<file path="config.mk">
export PLATFORM = sky130hd
export DESIGN_NAME = keyboard_matrix_emulator
export DESIGN_NICKNAME = d
export VERILOG_FILES = /design/src/hdl/kme_pkg.sv /design/src/hdl/kme_ctrl.sv /design/src/hdl/kme_datapath.sv /design/src/hdl/keyboard_matrix_emulator.sv
export SDC_FILE = /design/constraint.sdc
export NUM_CORES = 2
export LEC_CHECK = 0
export BUFFER_PORTS_ARGS = -buffer_cell sky130_fd_sc_hd__buf_2
export CORE_MARGIN = 4
export CORE_UTILIZATION = 55
export DETAILED_ROUTE_END_ITERATION = 8
export PLACE_DENSITY = 0.81
export SYNTH_ARGS = -nofsm -noshare
export SYNTH_HDL_FRONTEND = slang
export SYNTH_HIERARCHICAL = 1
export SYNTH_SLANG_ARGS = --single-unit
export TNS_END_PERCENT = 20
</file>
<file path="constraint.sdc">
create_clock -name clk_i -period 6.6 [get_ports clk_i]
set_clock_uncertainty 0.2 [all_clocks]
set_input_delay 0 -clock clk_i [delete_from_list [all_inputs] [get_ports clk_i]]
set_output_delay 0 -clock clk_i [all_outputs]
set_load 0.1 [all_outputs]
</file>
<file path="src/hdl/kme_pkg.sv">
// ----------------------------------------------------------------------------
// kme_pkg
// Shared sizes, item kinds, register indexes and the command and status
// structs that join the keyboard matrix controller to its datapath.
// ----------------------------------------------------------------------------
`default_nettype none

package kme_pkg;

  localparam int MAX_ROWS      = 16;
  localparam int MAX_COLS      = 8;
  localparam int KEY_CODE_BITS = 32;
  localparam int MAP_DEPTH     = MAX_ROWS * MAX_COLS;

  localparam int KIND_W       = 2;
  localparam int MAP_IDX_W    = 7;
  localparam int CODE_W       = 32;
  localparam int SEL_W        = 16;
  localparam int BITS_W       = 8;
  localparam int ROW_CNT_W    = 5;
  localparam int COL_CNT_W    = 4;
  localparam int POS_W        = $clog2(MAP_DEPTH + 1);
  localparam int ROW_IDX_W    = $clog2(MAX_ROWS);
  localparam int CFG_INDEX_W  = 4;
  localparam int CFG_DATA_W   = 8;

  localparam logic [CODE_W-1:0] CODE_MASK =
      CODE_W'((64'd1 << KEY_CODE_BITS) - 64'd1);

  localparam logic [KIND_W-1:0] KIND_LOAD = 2'd0;
  localparam logic [KIND_W-1:0] KIND_KEY  = 2'd1;
  localparam logic [KIND_W-1:0] KIND_SCAN = 2'd2;

  localparam logic [CFG_INDEX_W-1:0] CFG_ROW_COUNT    = 4'd0;
  localparam logic [CFG_INDEX_W-1:0] CFG_COLUMN_COUNT = 4'd1;

  localparam logic [ROW_CNT_W-1:0] ROW_COUNT_RESET    = 5'd8;
  localparam logic [COL_CNT_W-1:0] COLUMN_COUNT_RESET = 4'd8;

  typedef struct packed {
    logic capture;
    logic mem_write;
    logic search_step;
    logic scan_step;
    logic reply;
  } cmd_t;

  typedef struct packed {
    logic search_hit;
    logic search_end;
    logic scan_end;
    logic out_busy;
  } status_t;

endpackage

`default_nettype wire

</file>
<file path="src/hdl/kme_ctrl.sv">
// ----------------------------------------------------------------------------
// kme_ctrl
// Sequencer: accepts one item, steps the datapath through a load, a key
// search or a row scan, then hands the result to the output register.
// ----------------------------------------------------------------------------
`default_nettype none

module kme_ctrl (
  input  wire logic                       clk_i,
  input  wire logic                       rst_ni,
  input  wire logic                       in_valid_i,
  input  wire logic [kme_pkg::KIND_W-1:0] kind_i,
  output logic                            in_stall_o,
  input  kme_pkg::status_t                status_i,
  output kme_pkg::cmd_t                   cmd_o
);

  localparam logic [2:0] ST_IDLE   = 3'd0;
  localparam logic [2:0] ST_LOAD   = 3'd1;
  localparam logic [2:0] ST_SEARCH = 3'd2;
  localparam logic [2:0] ST_SCAN   = 3'd3;
  localparam logic [2:0] ST_REPLY  = 3'd4;

  logic [2:0] state_q, state_d;

  assign in_stall_o = (state_q != ST_IDLE);

  always_comb begin
    state_d = state_q;
    cmd_o   = '0;
    case (state_q)
      ST_IDLE: begin
        if (in_valid_i) begin
          cmd_o.capture = 1'b1;
          case (kind_i)
            kme_pkg::KIND_LOAD: state_d = ST_LOAD;
            kme_pkg::KIND_KEY:  state_d = ST_SEARCH;
            kme_pkg::KIND_SCAN: state_d = ST_SCAN;
            default:            state_d = ST_REPLY;
          endcase
        end
      end
      ST_LOAD: begin
        cmd_o.mem_write = 1'b1;
        state_d = ST_REPLY;
      end
      ST_SEARCH: begin
        cmd_o.search_step = 1'b1;
        if (status_i.search_hit || status_i.search_end) begin
          state_d = ST_REPLY;
        end
      end
      ST_SCAN: begin
        cmd_o.scan_step = 1'b1;
        if (status_i.scan_end) begin
          state_d = ST_REPLY;
        end
      end
      ST_REPLY: begin
        // hold until the output register is free
        if (!status_i.out_busy) begin
          cmd_o.reply = 1'b1;
          state_d = ST_IDLE;
        end
      end
      default: begin
        state_d = ST_IDLE;
      end
    endcase
  end

  always_ff @(posedge clk_i or negedge rst_ni) begin
    if (!rst_ni) begin
      state_q <= ST_IDLE;
    end else begin
      state_q <= state_d;
    end
  end

endmodule

`default_nettype wire

</file>
<file path="src/hdl/kme_datapath.sv">
// ----------------------------------------------------------------------------
// kme_datapath
// Count registers, key map memory, down flags, search and scan counters,
// result and output registers.
// ----------------------------------------------------------------------------
`default_nettype none

module kme_datapath (
  input  wire logic                              clk_i,
  input  wire logic                              rst_ni,
  input  wire logic                              cfg_valid_i,
  input  wire logic [kme_pkg::CFG_INDEX_W-1:0]   cfg_index_i,
  input  wire logic [kme_pkg::CFG_DATA_W-1:0]    cfg_data_i,
  input  wire logic [kme_pkg::MAP_IDX_W-1:0]     map_index_i,
  input  wire logic [kme_pkg::CODE_W-1:0]        key_code_i,
  input  wire logic                              key_down_i,
  input  wire logic [kme_pkg::SEL_W-1:0]         scan_select_i,
  input  wire logic                              out_stall_i,
  output logic                                   out_valid_o,
  output logic [kme_pkg::BITS_W-1:0]             column_bits_o,
  output logic                                   key_found_o,
  input  kme_pkg::cmd_t                          cmd_i,
  output kme_pkg::status_t                       status_o
);

  localparam int POS_W   = kme_pkg::POS_W;
  localparam int ROW_W   = kme_pkg::ROW_CNT_W;
  localparam int COL_W   = kme_pkg::COL_CNT_W;
  localparam int NCOL    = kme_pkg::MAX_COLS;
  localparam int NWORD   = kme_pkg::MAP_DEPTH / NCOL;
  localparam int WSEL_W  = $clog2(NWORD);
  localparam int BSEL_W  = $clog2(NCOL);

  // configuration
  logic [ROW_W-1:0] row_count_q;
  logic [COL_W-1:0] column_count_q;

  // captured item
  logic [kme_pkg::MAP_IDX_W-1:0] idx_q;
  logic [kme_pkg::CODE_W-1:0]    code_q;
  logic                          down_q;
  logic [kme_pkg::SEL_W-1:0]     sel_q;

  // sizes in use
  logic [ROW_W-1:0]       rows_use_d, rows_use_q;
  logic [COL_W-1:0]       cols_use_d, cols_use_q;
  logic [POS_W-1:0]       size_d, size_q;
  logic [ROW_W+COL_W-1:0] size_wide;

  // key search
  logic [kme_pkg::CODE_W-1:0]    key_map [kme_pkg::MAP_DEPTH];
  logic [kme_pkg::CODE_W-1:0]    rd_data_q;
  logic [POS_W-1:0]              n_issue_q;
  logic [kme_pkg::MAP_IDX_W-1:0] cmp_pos_q;
  logic                          cmp_valid_q;
  logic                          issue;
  logic                          match;

  // down flags, eight positions per word, and row scan
  logic [NWORD-1:0][NCOL-1:0]    down_words_q;
  logic [WSEL_W-1:0]             word_lo;
  logic [WSEL_W-1:0]             word_hi;
  logic [2*NCOL-1:0]             window;
  logic [ROW_W-1:0]              row_q;
  logic [POS_W-1:0]              base_q;
  logic [NCOL:0]                 col_mask_wide;
  logic [NCOL-1:0]               row_bits;
  logic                          row_live;

  // result
  logic [kme_pkg::BITS_W-1:0] res_bits_q;
  logic                       res_found_q;
  logic                       out_valid_q;

  always_ff @(posedge clk_i or negedge rst_ni) begin
    if (!rst_ni) begin
      row_count_q    <= kme_pkg::ROW_COUNT_RESET;
      column_count_q <= kme_pkg::COLUMN_COUNT_RESET;
    end else if (cfg_valid_i) begin
      if (cfg_index_i == kme_pkg::CFG_ROW_COUNT) begin
        row_count_q <= cfg_data_i[ROW_W-1:0];
      end
      if (cfg_index_i == kme_pkg::CFG_COLUMN_COUNT) begin
        column_count_q <= cfg_data_i[COL_W-1:0];
      end
    end
  end

  // saturate counts above the maximum
  always_comb begin
    rows_use_d = (row_count_q > ROW_W'(kme_pkg::MAX_ROWS)) ?
                 ROW_W'(kme_pkg::MAX_ROWS) : row_count_q;
    cols_use_d = (column_count_q > COL_W'(kme_pkg::MAX_COLS)) ?
                 COL_W'(kme_pkg::MAX_COLS) : column_count_q;
    size_wide  = (ROW_W+COL_W)'(rows_use_d) * (ROW_W+COL_W)'(cols_use_d);
    size_d     = size_wide[POS_W-1:0];
  end

  always_ff @(posedge clk_i) begin
    if (cmd_i.capture) begin
      idx_q      <= map_index_i;
      code_q     <= key_code_i & kme_pkg::CODE_MASK;
      down_q     <= key_down_i;
      sel_q      <= scan_select_i;
      rows_use_q <= rows_use_d;
      cols_use_q <= cols_use_d;
      size_q     <= size_d;
    end
  end

  // search: one map address issued per cycle, compared against the registered read data
  assign issue = (n_issue_q < size_q);
  assign match = cmp_valid_q &&
                 ((rd_data_q & kme_pkg::CODE_MASK) == code_q);

  always_ff @(posedge clk_i) begin
    if (cmd_i.mem_write && ({1'b0, idx_q} < POS_W'(kme_pkg::MAP_DEPTH))) begin
      key_map[idx_q] <= code_q;
    end
    rd_data_q <= key_map[n_issue_q[kme_pkg::MAP_IDX_W-1:0]];
    cmp_pos_q <= n_issue_q[kme_pkg::MAP_IDX_W-1:0];
  end

  // scan: one row per cycle; a row spans at most two flag words
  assign row_live      = (row_q < rows_use_q);
  assign word_lo       = base_q[BSEL_W +: WSEL_W];
  assign word_hi       = word_lo + 1'b1;
  assign window        = {down_words_q[word_hi], down_words_q[word_lo]} >>
                         base_q[BSEL_W-1:0];
  assign col_mask_wide = ({{NCOL{1'b0}}, 1'b1} << cols_use_q) - 1'b1;
  assign row_bits      = window[NCOL-1:0] & col_mask_wide[NCOL-1:0];

  always_ff @(posedge clk_i or negedge rst_ni) begin
    if (!rst_ni) begin
      n_issue_q    <= '0;
      cmp_valid_q  <= 1'b0;
      row_q        <= '0;
      base_q       <= '0;
      down_words_q <= '0;
    end else if (cmd_i.capture) begin
      n_issue_q   <= '0;
      cmp_valid_q <= 1'b0;
      row_q       <= '0;
      base_q      <= '0;
    end else begin
      if (cmd_i.search_step) begin
        cmp_valid_q <= issue;
        if (issue) begin
          n_issue_q <= n_issue_q + 1'b1;
        end
        if (match) begin
          down_words_q[cmp_pos_q[kme_pkg::MAP_IDX_W-1:BSEL_W]]
                      [cmp_pos_q[BSEL_W-1:0]] <= down_q;
        end
      end
      if (cmd_i.scan_step && row_live) begin
        row_q  <= row_q + 1'b1;
        base_q <= base_q + POS_W'(cols_use_q);
      end
    end
  end

  always_ff @(posedge clk_i) begin
    if (cmd_i.capture) begin
      res_bits_q  <= '0;
      res_found_q <= 1'b0;
    end else begin
      if (cmd_i.search_step && match) begin
        res_found_q <= 1'b1;
      end
      if (cmd_i.scan_step && row_live && sel_q[row_q[kme_pkg::ROW_IDX_W-1:0]]) begin
        res_bits_q <= res_bits_q | kme_pkg::BITS_W'(row_bits);
      end
    end
  end

  // output register
  always_ff @(posedge clk_i or negedge rst_ni) begin
    if (!rst_ni) begin
      out_valid_q <= 1'b0;
    end else if (cmd_i.reply) begin
      out_valid_q <= 1'b1;
    end else if (!out_stall_i) begin
      out_valid_q <= 1'b0;
    end
  end

  always_ff @(posedge clk_i) begin
    if (cmd_i.reply) begin
      column_bits_o <= res_bits_q;
      key_found_o   <= res_found_q;
    end
  end

  assign out_valid_o = out_valid_q;

  always_comb begin
    status_o.search_hit = match;
    status_o.search_end = !issue && !cmp_valid_q;
    status_o.scan_end   = !row_live;
    status_o.out_busy   = out_valid_q && out_stall_i;
  end

endmodule

`default_nettype wire

</file>
<file path="src/hdl/keyboard_matrix_emulator.sv">
// ----------------------------------------------------------------------------
// keyboard_matrix_emulator
// Row-by-column key matrix: loads host key codes into a map, sets or clears
// down flags on key events, and answers row scans with the column bits.
//
//   channel  direction  handshake                  payload
//   in       input      in_valid_i / in_stall_o    kind, map_index, key_code,
//                                                  key_down, scan_select
//   out      output     out_valid_o / out_stall_i  column_bits, key_found
//   cfg      input      cfg_valid_i / cfg_ready_o  cfg_index, cfg_data
//
// One item at a time. A load writes one map entry, a scan steps through the
// rows in use and a key event searches the positions in use: the search reads
// one map entry per cycle from the key map. Reset clears all down flags and
// sets both counts to 8; map entries are undefined until loaded. A result
// stalled at the output holds the block in its reply step; the next item is
// taken once it has moved into the output register.
// ----------------------------------------------------------------------------
`default_nettype none

module keyboard_matrix_emulator (
  input  wire logic                              clk_i,
  input  wire logic                              rst_ni,
  input  wire logic                              in_valid_i,
  output logic                                   in_stall_o,
  input  wire logic [kme_pkg::KIND_W-1:0]        kind_i,
  input  wire logic [kme_pkg::MAP_IDX_W-1:0]     map_index_i,
  input  wire logic [kme_pkg::CODE_W-1:0]        key_code_i,
  input  wire logic                              key_down_i,
  input  wire logic [kme_pkg::SEL_W-1:0]         scan_select_i,
  output logic                                   out_valid_o,
  input  wire logic                              out_stall_i,
  output logic [kme_pkg::BITS_W-1:0]             column_bits_o,
  output logic                                   key_found_o,
  input  wire logic                              cfg_valid_i,
  output logic                                   cfg_ready_o,
  input  wire logic [kme_pkg::CFG_INDEX_W-1:0]   cfg_index_i,
  input  wire logic [kme_pkg::CFG_DATA_W-1:0]    cfg_data_i
);

  kme_pkg::cmd_t    cmd;
  kme_pkg::status_t status;

  assign cfg_ready_o = 1'b1;

  kme_ctrl u_ctrl (
    .clk_i      (clk_i),
    .rst_ni     (rst_ni),
    .in_valid_i (in_valid_i),
    .kind_i     (kind_i),
    .in_stall_o (in_stall_o),
    .status_i   (status),
    .cmd_o      (cmd)
  );

  kme_datapath u_datapath (
    .clk_i         (clk_i),
    .rst_ni        (rst_ni),
    .cfg_valid_i   (cfg_valid_i),
    .cfg_index_i   (cfg_index_i),
    .cfg_data_i    (cfg_data_i),
    .map_index_i   (map_index_i),
    .key_code_i    (key_code_i),
    .key_down_i    (key_down_i),
    .scan_select_i (scan_select_i),
    .out_stall_i   (out_stall_i),
    .out_valid_o   (out_valid_o),
    .column_bits_o (column_bits_o),
    .key_found_o   (key_found_o),
    .cmd_i         (cmd),
    .status_o      (status)
  );

endmodule

`default_nettype wire

</file>
* Word-level counts from Yosys, hierarchy flattened
Memories as Yosys holds them, arrays and structs flattened. A register that Yosys moved wholly into a read port is not among the register bits.
Cells that the tools add are included.
** Storage, ports and cells
- Bits in registers :: 261
- Bits in latches :: 0
- RAM bits :: 4096
- ROM bits :: 0
- Input port bits :: 75
- Memories :: 1
** Memories
- u_datapath.key_map :: depth 128, width 32, read ports 1, clocked after Yosys merged registers in 1, wr ports 1, line kme_datapath.sv:51 : logic [kme_pkg::CODE_W-1:0] key_map [kme_pkg::MAP_DEPTH];
** Cells by class
- Add/sub/neg operators :: 5
- Multiply operators :: 1
- Div/mod/pow operators :: 0
- Magnitude comparators :: 11
- Eq/ne operators :: 13
- Shift operators :: 2
- Multiplexer cells :: 39
- Bitwise operators :: 3
- Reduce and logical (&&, ||, !) cells :: 23
** Operators with widths (number)
- bitwise mux 128 bit :: 1
- binary-select mux 8 bit (select 4 bit) :: 2
- 2-to-1 mux 8 bit :: 8
- demux 8 bit (select 4 bit) :: 1
- == test 32 bit :: 1
- less-than comparator 4 x 5 -> 1 bit, second input constant :: 4
- >> shifter 16 x 3 -> 8 bit :: 1
- 2-to-1 mux 1 bit :: 15
- 2-to-1 mux 5 bit :: 3
- one-hot mux 3 bit (5 select lines) :: 1
- 2-to-1 mux 3 bit :: 4
- one-hot mux 3 bit (3 select lines) :: 1
- adder 8 x 1 -> 8 bit, second input constant :: 1
- adder 8 x 4 -> 8 bit :: 1
- AND 8 bit :: 1
- logical AND 1 bit :: 8
- less-than comparator 8 bit :: 1
- multiplier 5 x 4 -> 8 bit :: 1
- bitwise OR 8 bit :: 1
- << shifter 1 x 4 -> 8 bit, first input constant :: 1
- subtractor 8 x 1 -> 8 bit, second input constant :: 1
- == test 3 x 2 -> 1 bit, second input constant :: 2
- inequality test 2 bit, second input constant :: 3
- AND reduction 2 bit :: 3
- other kinds (27) :: 31

* Depth between registers and ports, before layout
- Depth in word-level cells :: 7
- Gate-level depth with buffers :: 13

* Hierarchy
The synthesis kept the hierarchy.
** By module, submodules not included
- kme_datapath :: times used 1, cells each 7120, area an instance 170163.2 um2
- kme_ctrl :: times used 1, cells each 28, area an instance 240.2 um2
- keyboard_matrix_emulator :: times used 1, cells each 2, area an instance 11.3 um2

* Worst setup path after synthesis
No wires, ideal clock.
- Path kind :: register -> register
- Start :: reg u_ctrl.state_q[0]
- End :: reg u_datapath/down_words_q[52] in the netlist's numbering
- Library setup time :: 0.125 ns
- Arrival :: 5.200 ns
- Required time :: 6.275 ns
- Path slack :: 1.076 ns
- Stages on the path, launching flop included :: 9
- Path buffers :: 1
- Clock period less this slack :: 5.524 ns
- Cell sequence :: dfrtp_1 nor2_1 nand2_1 nor2_1 nor2_1 nand4b_1 clkbuf_1 nor2_1 mux2_2
** RTL lines
- start, declared :: line kme_ctrl.sv:24 : logic [2:0] state_q, state_d;
- start signal, assigned :: line kme_ctrl.sv:76 : state_q <= state_d;
- end signal, assigned :: line kme_datapath.sv:139 : down_words_q <= '0;
- end, declared :: line kme_datapath.sv:60 : logic [NWORD-1:0][NCOL-1:0] down_words_q;

==> results by stage <==
Clocking:
- The number of buffers on the longest clock path is 4.
- TritonCTS built the clock tree.
- Once the clock tree was built, the setup fixing pass inserted 0 buffers.
- The H-tree was split into 5 levels.
- The insertion delay to the later sink of the worst-skew pair is 0.93 ns.
- The total CTS buffers is 403.
- The clock-pin slew of the registers on the worst-case setup and hold paths is 0.06 ns.
- The root cell of the clock tree is sky130_fd_sc_hd__clkbuf_16.
- The count of clock tree sinks is 4388.

Place:
- The pre-CTS setup slack is 2.12 ns.
- The area after detailed placement is 178000 um^2.
- Once placement completed, the tool counted placed cells totaling 11200.
- After legalization and detailed placement, the total HPWL measured 241 mm.
- Port buffering added 82 buffers.
- The congestion estimate from routability-driven global placement came to 0.883.

Critical path:
- Measured in cells, the most critical reg-to-reg path has a length of 10.
- The startpoint class of the critical path is a flip-flop.
- The top fanout value on the critical path is 66.
- The critical path start-end classification is flip-flop to flip-flop.
- STA classifies the critical path endpoint as a flip-flop.
- For the worst setup path, the data arrival time is 5.36 ns.
- STA puts the critical path data required time at 7.18 ns.

Global routing:
- Across every metal layer, demand over resource in global routing totals 31.8%.
- The global-route congestion overflow total is 0.
- The first global-routing pass estimated 709 mm of wire.
- The number of global-route vias before repair is 89100.
- Entering global routing, the biggest net connects 130 pins.
- The initial antenna violation count is 65.

Logic synthesis:
- The total nets after synthesis is 7265.
- The cell accounting for the most synthesized area is sky130_fd_sc_hd__edfxtp_1.
- In the post-synthesis netlist, the biggest area contributors are sky130_fd_sc_hd__edfxtp_1 74%, sky130_fd_sc_hd__mux4_2 18%, sky130_fd_sc_hd__dfrtp_1 2.3%, sky130_fd_sc_hd__mux2_2 1.1%, sky130_fd_sc_hd__nor2_1 0.59%.
- The commonest cells after synthesis are 4178 x sky130_fd_sc_hd__edfxtp_1, 1396 x sky130_fd_sc_hd__mux4_2, 268 x sky130_fd_sc_hd__nor2_1.
- The synthesized netlist contains 70 unique library cells.
- The total number of yosys warnings is 6.
- The average cell area after synthesis is 23.8 um^2.
- The register area share after synthesis is 76.6%.
- The area share of the largest cell type after synthesis is 73.6%.
- The cell count after synthesis came out at 7150.
- The prevailing post-synth register cell is sky130_fd_sc_hd__edfxtp_1.
- The synthesized design contains 4388 register bits.
- The most common cell in the netlist is sky130_fd_sc_hd__edfxtp_1.
- The count of flip-flops with a built-in enable after synthesis is 4178.
- The share of synthesized registers carrying an async set or reset is 3.69%.
- The cell area that synthesis handed to floorplanning was 170000 um^2.

Route:
- The first detailed-routing pass took 7 iterations.
- Dividing the detail-routed wire length by the instance count gives 41.7 um.
- In this run, the number of DRC markers left after iteration 0 of detailed routing was 18000.
- The number of routed nets with antenna violations is 0.
- The total number of vias is 87700.
- The final routed DRC violation total is 3.
- In the routed layout, each cell is associated on average with a via count of 7.22.
- For this block, wires on met1 add up to 155 mm.
- The overall routed net length is 507 mm.
- Detailed routing placed a total of 73.4 mm of wire on met3.
- After detailed routing, the met2 layer carries 243 mm of wire.
- Routed signal wires occupy layers up through met5.

Power and ir drop:
- Net switching is 27.4% of the power.
- The peak supply drop is 0.327 mV.
- The leakage component of the power is 59.2 nW.
- The net switching power is 19.0 mW.
- The fraction of power consumed by the clock network is 34.6%.
- Of the total power, combinational logic draws 18.7%.
- The total power draw is 69.5 mW.
- Internal power comes to 50.4 mW.
- The power density over cell area is 361 nW/um^2.
- Sequential cells burn 46.7% of the power.

Finish:
- The number of fill cells is 18100.
- Across the whole layout, storage elements account for 131000 um^2.
- The post-route core utilization is 62.4%.
- The total number of nets in the final design is 7782.
- Summing all multi-input logic gate instances after layout gives 39100 um^2.
- From synthesis to final layout, the design area changed by 12.9%.
- The finished layout holds 12200 standard cells, fillers aside.
- In the final layout, the share of cells above drive strength 1 is 33.5%.
- The final cell area excluding filler cells is 192000 um^2.

Die:
- The die is 565 um wide.
- The die covers 319000 um^2.
- The floorplan step set the die height to 565 um.
- The starting density of the core is 55.2%.
- The area of the placeable core is 309000 um^2.
- The floorplan has 204 rows.
- In this run the count of I/O pins placed on the die edge is 87.

STA:
- The hold violation count in the final report is 0.
- After layout, the worst path uses 72.4% of the clock period.
- The final setup slack of the worst path is 1.82 ns.
- For the pin with the worst max-slew slack, the measured transition is 1.36 ns.
- The worst hold margin is 0.102 ns.
- Setup repair after global routing left no endpoint under its margin.
- The worst max-slew margin expressed relative to the limit is 9.23%.
- The shortest period the worst path allows is 4.78 ns.
- The count of final max-slew check failures is 0.
- Setup violations remaining at the end of the flow were counted as 0.
- The total negative slack for setup checks is 0 ns.
- For this run, the top clock speed supported by timing is 209 MHz.

Run status:
- The run finished, with violations left.
- The final reports fail on design-rule violations.

Run:
- The max-capacitance violation count is 0.

Hold path:
- The path class of the tightest hold or removal check is primary input to flip-flop.
- The worst hold path was traced through 5 stages.
path summary, 6_finish.rpt:
path / start / to / slack, ns
worst max-delay path: u_datapath/code_q[2] / u_datapath/down_words_q[71] / 1.82
worst min-delay path: cfg_valid_i / u_datapath/row_count_q[1] / 0.10
worst max register to register: u_datapath/code_q[2] / u_datapath/down_words_q[71] / 1.82
worst min register to register: u_datapath/res_bits_q[5] / u_datapath/column_bits_o[5] / 0.24
max in group asynchronous: rst_ni / u_datapath/down_words_q[79] / 4.72
min in group asynchronous: rst_ni / u_datapath/column_count_q[3] / 0.64
logic make-up (layout without fill, tap and decap cells):
family	Yosys count	count (layout)	synth area share [%]
AOI/OAI and AO/OA	91	91	0.382
muxes	1625	1625	20.0
DFF	4388	4388	76.6
adders and majority gates	40	40	0.325
buffers and inverters	442	1291	1.09
xor gates and xnor gates	56	56	0.288
and+or+nand+nor	507	507	1.31
other	1	32	0.00220
metal layers:
| metal | GRT usage (%) | vias to the layer above |
|---|---|---|
| li1 | - | 31600 |
| met1 | 40.3 | 45100 |
| met2 | 50.4 | 8957 |
| met3 | 9.13 | 1972 |
| met4 | 17.0 | 52 |
| met5 | 0.461 | - |
critical path: stages, from the launching register on:
cell                       delay (ns)
sky130_fd_sc_hd__edfxtp_1        0.32
sky130_fd_sc_hd__buf_4           0.68
sky130_fd_sc_hd__xor2_1          0.18
sky130_fd_sc_hd__nor4_1          0.55
sky130_fd_sc_hd__nand4_1         0.15
sky130_fd_sc_hd__nor3_1          0.92
sky130_fd_sc_hd__buf_4           0.33
sky130_fd_sc_hd__nor4bb_4        0.30
sky130_fd_sc_hd__buf_4           0.45
sky130_fd_sc_hd__nand3_1         0.16
sky130_fd_sc_hd__mux2_2          0.33
what timing repair did:
action,in CTS,in global routing
hold buffers,152,0
hold endpoints to repair,292,0
resized for setup,0,0
state kept, by name, summed over array words and instances (netlist names), 3 cells and up:
name / flops
u_ctrl/state_q: 3
u_datapath/key_map: 4096
u_datapath/row_q: 5
u_datapath/base_q: 7
u_datapath/n_issue_q: 8
u_datapath/row_count_q: 5
u_datapath/rd_data_q: 32
u_datapath/cols_use_q: 4
u_datapath/sel_q: 16
u_datapath/column_bits_o: 8
u_datapath/size_q: 8
u_datapath/code_q: 32
u_datapath/res_bits_q: 8
u_datapath/down_words_q: 128
u_datapath/rows_use_q: 5
u_datapath/cmp_pos_q: 7
u_datapath/column_count_q: 4
u_datapath/idx_q: 7
placed cells by master (no fill, tap or decap), types with 40 or more instances in the layout:
master and n:
sky130_fd_sc_hd__buf_2 81, sky130_fd_sc_hd__buf_4 249, sky130_fd_sc_hd__bufinv_16 44, sky130_fd_sc_hd__clkbuf_1 68, sky130_fd_sc_hd__clkbuf_16 410, sky130_fd_sc_hd__clkinv_1 81, sky130_fd_sc_hd__clkinv_2 86, sky130_fd_sc_hd__dfrtp_1 152
sky130_fd_sc_hd__dfxtp_1 48, sky130_fd_sc_hd__dlygate4sd3_1 151, sky130_fd_sc_hd__edfxtp_1 4178, sky130_fd_sc_hd__inv_1 40, sky130_fd_sc_hd__mux2_2 173, sky130_fd_sc_hd__mux2i_1 44, sky130_fd_sc_hd__mux4_2 1396, sky130_fd_sc_hd__nand2_1 82
sky130_fd_sc_hd__nand3_1 50, sky130_fd_sc_hd__nor2_1 148, sky130_fd_sc_hd__nor2_4 120
power by group through the flow:
stage | clock network, mW | registers [mW] | logic, mW
3_5_place_dp | 0 | 33.0 | 11.9
5_1_grt | 25.3 | 32.4 | 13.3
4_1_cts | 24.1 | 32.4 | 12.6
3_3_place_gp | 0 | 32.9 | 11.4
6_report | 24.0 | 32.4 | 13.0
2_1_floorplan | 0 | 33.6 | 7.46
final cells by class:
type	instances	area share [%]
inverter	43	0.0839
clock buffer	487	5.53
multi-input combinational	2320	20.3
tap	4120	2.68
clock inverter	250	1.26
sequential	4388	67.8
timing repair buffer	511	2.28
antenna	31	0.0403
(Power assumes the default switching activity.)
